<file path="config.mk">
export PLATFORM = sky130hd
export DESIGN_NAME = tpt_front
export DESIGN_NICKNAME = d
export VERILOG_FILES = /design/src/hdl/tpt_pkg.sv /design/src/hdl/tpt_front.sv
export SDC_FILE = /design/constraint.sdc
export NUM_CORES = 1
export LEC_CHECK = 0
export ABC_AREA = 0
export BUFFER_PORTS_ARGS = -buffer_cell sky130_fd_sc_hd__clkbuf_2
export CAP_MARGIN = 20
export CORE_UTILIZATION = 55
export DETAILED_ROUTE_END_ITERATION = 12
export PLACE_DENSITY = 0.95
export SKIP_CTS_REPAIR_TIMING = 1
export SLEW_MARGIN = 20
export SYNTH_ARGS = -nofsm -noshare
export SYNTH_HDL_FRONTEND = slang
export SYNTH_SLANG_ARGS = --single-unit
</file>
<file path="constraint.sdc">
create_clock -name clk -period 23 [get_ports clk]
set_clock_uncertainty 0.15 [all_clocks]
set_input_delay 2.3 -clock clk [delete_from_list [all_inputs] [get_ports clk]]
set_output_delay 2.3 -clock clk [all_outputs]
set_load 0.02 [all_outputs]
</file>
<file path="src/hdl/tpt_pkg.sv">
// Shared types and constants of the tracker peer table.
package tpt_pkg;

  localparam logic [1:0] KIND_ANNOUNCE = 2'd0;
  localparam logic [1:0] KIND_PURGE    = 2'd1;
  localparam logic [1:0] KIND_SCRAPE   = 2'd2;
  localparam logic [1:0] KIND_UNUSED   = 2'd3;

  localparam logic [1:0] EV_NONE      = 2'd0;
  localparam logic [1:0] EV_COMPLETED = 2'd1;
  localparam logic [1:0] EV_STARTED   = 2'd2;
  localparam logic [1:0] EV_STOPPED   = 2'd3;

  localparam int RUN_CAP = 200;

  // One classified request as it travels from the front part to the back part.
  typedef struct packed {
    logic [1:0]  kind;
    logic [31:0] now_seconds;
    logic [31:0] peer_ip;
    logic [15:0] peer_port;
    logic [1:0]  event_req;
    logic        seed;
    logic [31:0] wanted;
    logic [31:0] random_value;
  } req_t;

  localparam int REQ_W = $bits(req_t);

endpackage

</file>
<file path="src/hdl/tpt_front.sv">
// Front part: accepts requests, drops unused kinds, and queues them.
module tpt_front (
  input  logic          clk,
  input  logic          rst,
  input  logic          s_tvalid,
  output logic          s_tready,
  input  logic [1:0]    kind,
  input  logic [31:0]   now_seconds,
  input  logic [31:0]   peer_ip,
  input  logic [15:0]   peer_port,
  input  logic [1:0]    event_req,
  input  logic [31:0]   bytes_left,
  input  logic [31:0]   wanted,
  input  logic [31:0]   random_value,
  output logic          q_valid,
  input  logic          q_ready,
  output tpt_pkg::req_t q_data
);
  import tpt_pkg::*;

  localparam int QD = 2;
  req_t       q [QD];
  logic [0:0] wp, rp;
  logic [1:0] cnt;
  logic       push, pop;
  req_t       r;

  always_comb begin
    r.kind         = kind;
    r.now_seconds  = now_seconds;
    r.peer_ip      = peer_ip;
    r.peer_port    = peer_port;
    r.event_req    = event_req;
    r.seed         = (bytes_left == 32'd0);
    r.wanted       = wanted;
    r.random_value = random_value;
  end

  assign s_tready = (cnt != 2'd2);
  // An unused kind is taken and thrown away here.
  assign push     = s_tvalid && s_tready && (kind != KIND_UNUSED);
  assign q_valid  = (cnt != 2'd0);
  assign pop      = q_valid && q_ready;
  assign q_data   = q[rp];

  always_ff @(posedge clk) begin
    if (push) q[wp] <= r;
    if (rst) begin
      wp <= '0; rp <= '0; cnt <= '0;
    end else begin
      if (push) wp <= wp + 1'b1;
      if (pop) rp <= rp + 1'b1;
      cnt <= cnt + {1'b0, push} - {1'b0, pop};
    end
  end
endmodule

</file>
==> results of run 1 <==
## synthesized netlist by cell type, drive strengths merged
cell	n
a211oi	1
a21boi	1
a21oi	2
and2b	1
and3	1
buf	16
clkbuf	1
dfxtp	5
edfxtp	298
ha	1
mux2	150
nand2	3
nand2b	1
nand3	1
nand4	2
nor2	7
nor2b	2
nor4	8
o21ai	1
or2	1
or3	1
xor2	2
## worst paths after layout
kind | from | endpoint | slack [ns] | cells after the start
worst max-delay path | flip-flop | q_data[18] | 17.43 | 3
worst min-delay path | rp | rp | 0.36 | 2
worst max register to register | cnt[0] | q[1][89] | 19.93 | 3
worst min register to register | rp | rp | 0.36 | 2
## metal layers
layer	GRT usage	wire [microns]
met1	0.2207	7805
met2	0.3643	11350
met4	0.1008	913
met5	0	0
met3	0.06398	1893
## per-stage QoR
| step | hold slack, ns | cell area (sq um) | setup WS, ns | utilization |
|---|---|---|---|---|
| global route | 0.4133 | 13960 | 17.21 | 0.7127 |
| CTS | 0.3657 | 13930 | 17.37 | 0.7112 |
| detailed placement | 0.3521 | 13020 | 17.89 | 0.6646 |
| floorplan | 0.3225 | 11050 | 13.40 | - |
| global placement | 0.3364 | 13020 | 17.95 | 0.6646 |
| finish | 0.3610 | 13960 | 17.43 | 0.7127 |
## power groups by stage
| stage | combinational (mW) | sequential [mW] | clock (mW) |
|---|---|---|---|
| after global routing | 0.300 | 0.696 | 0.475 |
| after floorplan | 0.192 | 0.694 | 0 |
| after CTS | 0.283 | 0.692 | 0.454 |
| final | 0.282 | 0.690 | 0.446 |
| after global placement | 0.275 | 0.699 | 0 |
| after detailed placement | 0.281 | 0.703 | 0 |
## flip-flops by register name (all words and copies together) (netlist names), named ones only
signal  cells
cnt         2
q         298
rp          1
wp          1
## tightest hold or removal path: stages (launching register included)
cell	delay [ns]
dfxtp_1	0.32
xor2_1	0.08
nor2_1	0.07
## layout make-up
cell class,instances,area [sq um]
diodes,1,2.502
clock buffers,38,802.0
clock inverters,16,110.1
fillers,1191,5628
multi-input cells,186,1934
flip-flops and latches,303,9052
well taps,265,331.6
repair buffers,339,1729
## cells by family after synthesis
| logic type | after synthesis | synth area share |
|---|---|---|
| compound gates | 5 | 0.003735 |
| mux | 150 | 0.1531 |
| buf+inv | 17 | 0.007583 |
| flops | 303 | 0.8186 |
| xor+xnor | 2 | 0.001585 |
| simple gates | 28 | 0.01426 |
| fa+ha+maj | 1 | 0.001132 |
==> metrics.cfg, run 1 <==
[run_status]
outcome=finished, final reports clean

[floorplan]
die_y_microns=143.8
ioPinCount=335
start_util=0.5643
fp-row-count=51
core-area_sq_um=19590
fp.dieArea_sq_um=20670
die_w_microns=143.8

[sta]
relSlewSlack=0.2720
setup_tns_ns=0
finalMaxSlewViolations=0
fin_crit_sh=0.2423
worst_slew_pin_slew_ns=1.092
rsz0062_at_grt=false
fin_crit_ns=5.572
fmax_mhz=179.5
setup_viol=0
hold_viol_final=0

[logic_synthesis]
ys_ff_latch=303
syn_area_sq_um=11050
syn_nets=691
ys_warn_count=0
synth.distinct_cells=24
yosys.area.top_type_share=0.8095
avgSynthCellArea_sq_um=21.85
synth_top_area_cell=edfxtp_1
synth-seq-area-share=0.8186
synth_cells=506
ys_top_cells_by_area=edfxtp_1 81%, mux2_1 15%, dfxtp_1 0.91%

[power]
power_density_nw_per_um2=101.6
ir_worst_vdd_mv=0.07556
seqPwrFrac=0.487
p_sw_uw=393.2
leakage_nw=5.344
clockPowerShare=0.315
combPwrFrac=0.199
p_total_mw=1.418
p_sw_frac=0.2772
p_int_mw=1.025

[placed_design]
gp_congestion=0.8186
dp.cells=1092
numPortBuffers=334
place_hpwl_mm=14.89

[clocking]
clkLatencyLatePin_ns=0.52
clock-sinks=303
numCtsBuffers=30
h-tree-depth=1
clk_path_buf_depth=3
cts_tree=yes
path_clk_slew_ns=0.06
clockRootBuffer=clkbuf_16

[drt]
drt_iter0_markers=312
drt_pass1_iterations=4
vias=5991
routed_via_density=5.219
wl_mm=21.96
drcViolationCount=0
routedWlPerCell_microns=19.13
ant_nets=0

[finish]
syn_to_final_growth_pct=26.30
nets=1045
final_common_cell=clkbuf_2
drive_gt1_frac=0.4376
final_cell_mix=334 x clkbuf_2, 298 x edfxtp_1, 149 x mux2_1
instances_no_fill=1148

[worst_setup_path]
slowest_stage=dfxtp_4
critPathTopFamily=buffers and inverters
cp-end-kind=output pin
critical_path_buf_inv_count=2
crit_path_cell_trace=buf_4 > mux2_1 > clkbuf_2
arrival_ns=3.12
slowest_delay_ns=0.96
crit_type=reg2out
required_ns=20.55
crit_path_start_kind=flip-flop
worst-path-max-fanout=78

[grt]
track_usage=0.2050
grt_max_degree=85
antenna_found_initial=1
grt_pass1_vias=6217
gr-total-overflow=0
grt_pass1_wl_mm=31.56

[flow_run]
maxCapViolations=0

[worst_hold_path]
hp-class=reg2reg

Note: power is estimated with default switching activity, not from simulation.
==> run 2: changes to the inputs <==
--- a/config.mk
+++ b/config.mk
@@ -8,9 +8,9 @@
 export ABC_AREA = 0
 export BUFFER_PORTS_ARGS = -buffer_cell sky130_fd_sc_hd__clkbuf_2
 export CAP_MARGIN = 20
-export CORE_UTILIZATION = 55
+export CORE_UTILIZATION = 51
 export DETAILED_ROUTE_END_ITERATION = 12
-export PLACE_DENSITY = 0.95
+export PLACE_DENSITY = 0.89
 export SKIP_CTS_REPAIR_TIMING = 1
 export SLEW_MARGIN = 20
 export SYNTH_ARGS = -nofsm -noshare
==> constraint.sdc (replaced) <==
create_clock -name clk -period 5.6 [get_ports clk]
set_clock_uncertainty 0.15 [all_clocks]
set_input_delay 0.56 -clock clk [delete_from_list [all_inputs] [get_ports clk]]
set_output_delay 0.56 -clock clk [all_outputs]
set_load 0.02 [all_outputs]
==> run 2 against run 1 <==
First-iteration DRC count is 28% lower. Routed wire length increased by 1.3%. Non-clock buffer count is 1 lower. Via count is 0.40% higher. Core utilization decreased by 5.0 points. Clock power increased to 4.4 times the previous value. Global-route usage decreased by 0.92 points. Power grew to 4.2 times the previous value. Worst hold slack got worse by 0.31 ns. Flip-flop and latch count unchanged. Register-to-register slack lost 17 ns. Sequential share of layout area fell by 0.31 points.
==> metrics.cfg, run 2 (synthesis gave the netlist of run 1 again) <==
[worst_setup_path]
required_ns=4.89  ; -15.66 ns
crit_path_cell_trace=buf_12 > mux2_1 > clkbuf_2
slowest_delay_ns=0.93  ; -0.03 ns
worst-path-max-fanout=83  ; +6.4%
reg2reg_depth=3  ; unchanged
r2r_start=cnt[0]
slowest_stage=dfxtp_4
crit_type=reg2out
arrival_ns=2.62  ; -0.50 ns
rrSetupSlack_ns=3.04  ; -16.89 ns
crit_path_start_kind=flip-flop
cp-end-kind=output pin
r2r-end=q[1][82]

[sta]
hold_viol_final=0  ; unchanged
worst_slew_pin_slew_ns=1.072  ; -0.01960 ns
fin_crit_ns=3.328
finalMaxSlewViolations=0  ; unchanged
fmax_mhz=300.5
relSlewSlack=0.2851  ; +0.01306
setup_viol=0  ; unchanged
rsz0062_at_grt=false
setup_tns_ns=0  ; unchanged
fin_crit_sh=0.5942

[grt]
grt_max_degree=84  ; -1.2%
track_usage=0.1958  ; -0.009236
grt_pass1_wl_mm=33.24  ; +5.3%
antenna_found_initial=1  ; unchanged
grt_pass1_vias=6388  ; +2.8%
gr-total-overflow=0  ; unchanged

[run_status]
outcome=finished, final reports clean

[finish]
final_common_cell=clkbuf_2
largest_register_ffs=298  ; unchanged
multiInputGateArea_sq_um=1934  ; unchanged
final_cell_mix=334 x clkbuf_2, 298 x edfxtp_1, 149 x mux2_1
reg_top3=q x298, cnt x2
seq_area_sq_um=9052  ; unchanged
fillers=1390  ; +17%
drive_gt1_frac=0.4381  ; +0.0004968
instances_no_fill=1157  ; +0.78%
top_register=q
syn_to_final_growth_pct=26.90
nets=1043  ; -0.19%

[drt]
drcViolationCount=0  ; unchanged
vias=6015  ; +0.40%
routed_via_density=5.199  ; -0.38%
wl_mm=22.25  ; +1.3%
ant_nets=0  ; unchanged
drt_pass1_iterations=4  ; unchanged
drt_iter0_markers=225  ; -28%
routedWlPerCell_microns=19.23  ; +0.53%

[placed_design]
place_hpwl_mm=14.87  ; -0.15%
numPortBuffers=334  ; unchanged
gp_congestion=0.8414  ; +2.8%
dp.cells=1102  ; +0.92%

[clocking]
numCtsBuffers=29  ; -3.3%
clkLatencyLatePin_ns=0.53  ; about the same
h-tree-depth=1  ; unchanged
path_clk_slew_ns=0.06  ; about the same
clockRootBuffer=clkbuf_16
clock-sinks=303  ; unchanged
clk_path_buf_depth=3  ; unchanged
cts_tree=yes

[power]
power_density_nw_per_um2=425.6  ; +320%
leakage_nw=5.372  ; +0.52%
ir_worst_vdd_mv=0.3336  ; +340%

[floorplan]
fp.dieArea_sq_um=22270  ; +7.7%
die_y_microns=149.2  ; +3.8%
core-area_sq_um=21150  ; +8.0%
fp-row-count=53  ; +3.9%
die_w_microns=149.2  ; +3.8%
ioPinCount=335  ; unchanged
start_util=0.5226  ; -0.04172

[worst_hold_path]
min_from=peer_port[7]
whs_path_depth=1  ; -1
hp-class=in2reg
hold_path_end=q[1][74]

[flow_run]
maxCapViolations=0  ; unchanged

==> run 2: cell types whose count changed in the layout (fill, tap and decap cells not counted), sizes merged <==
cell | previous run | this run
buf | 5 | 4
clkinvlp | 2 | 0
bufinv | 1 | 5
clkinv | 12 | 10
clkbuf | 372 | 371
inv | 1 | 2
==> run 2: per-stage QoR <==
stage | worst slack, ns | hold slack (ns) | power (mW) | utilization | area [sq um]
4_1_cts | 2.254 | 0.02784 | 6.032 | 0.6630 | 14030
6_report | 2.272 | 0.05177 | 5.971 | 0.6632 | 14030
5_1_grt | 2.135 | 0.03376 | 6.182 | 0.6632 | 14030
3_3_place_gp | 2.779 | 0.3292 | 4.005 | 0.6173 | 13060
3_5_place_dp | 2.724 | 0.3554 | 4.044 | 0.6173 | 13060
2_1_floorplan | 0.2562 | 0.3225 | 3.624 | - | 11060
==> run 2: area by class of cell <==
cell class,count,area share
sequential,303,0.6453
tap,275,0.02453
clock buffer,37,0.05387
multi-input combinational,186,0.1379
antenna,1,0.0001784
clock inverter,17,0.01516
timing repair buffer,338,0.1231
==> run 2: worst max-delay path: cells and delay by family, from the launching register on <==
kind / cells / cell delay (ns)
buffers and inverters: 2 / 0.61
DFF: 1 / 0.93
muxes: 1 / 0.40
==> run 2: worst max-delay path by stage <==
stage,end,slack [ns]
6_report,q_data[57],2.27
5_1_grt,q_data[115],2.13
4_1_cts,q_data[57],2.25
3_5_place_dp,q[1][87],2.72
3_3_place_gp,q[1][87],2.78
2_1_floorplan,q[0][0],0.26
==> run 2: layer usage <==
layer  part of all wire  global-route usage  up-vias
met5                  0                   0        -
met4              0.042             0.09643        0
met3              0.081             0.05749       73
met2               0.50              0.3360      284
met1               0.37              0.2233     2926
li1                   -                   -     2732
==> run 2: power breakdown <==
| part | total [mW] | internal (mW) | switching, mW | leakage, nW |
|---|---|---|---|---|
| clock | 1.98 | 1.18 | 0.795 | 0.476 |
| sequential | 2.83 | 2.73 | 0.101 | 2.80 |
| combinational | 1.16 | 0.423 | 0.735 | 2.09 |
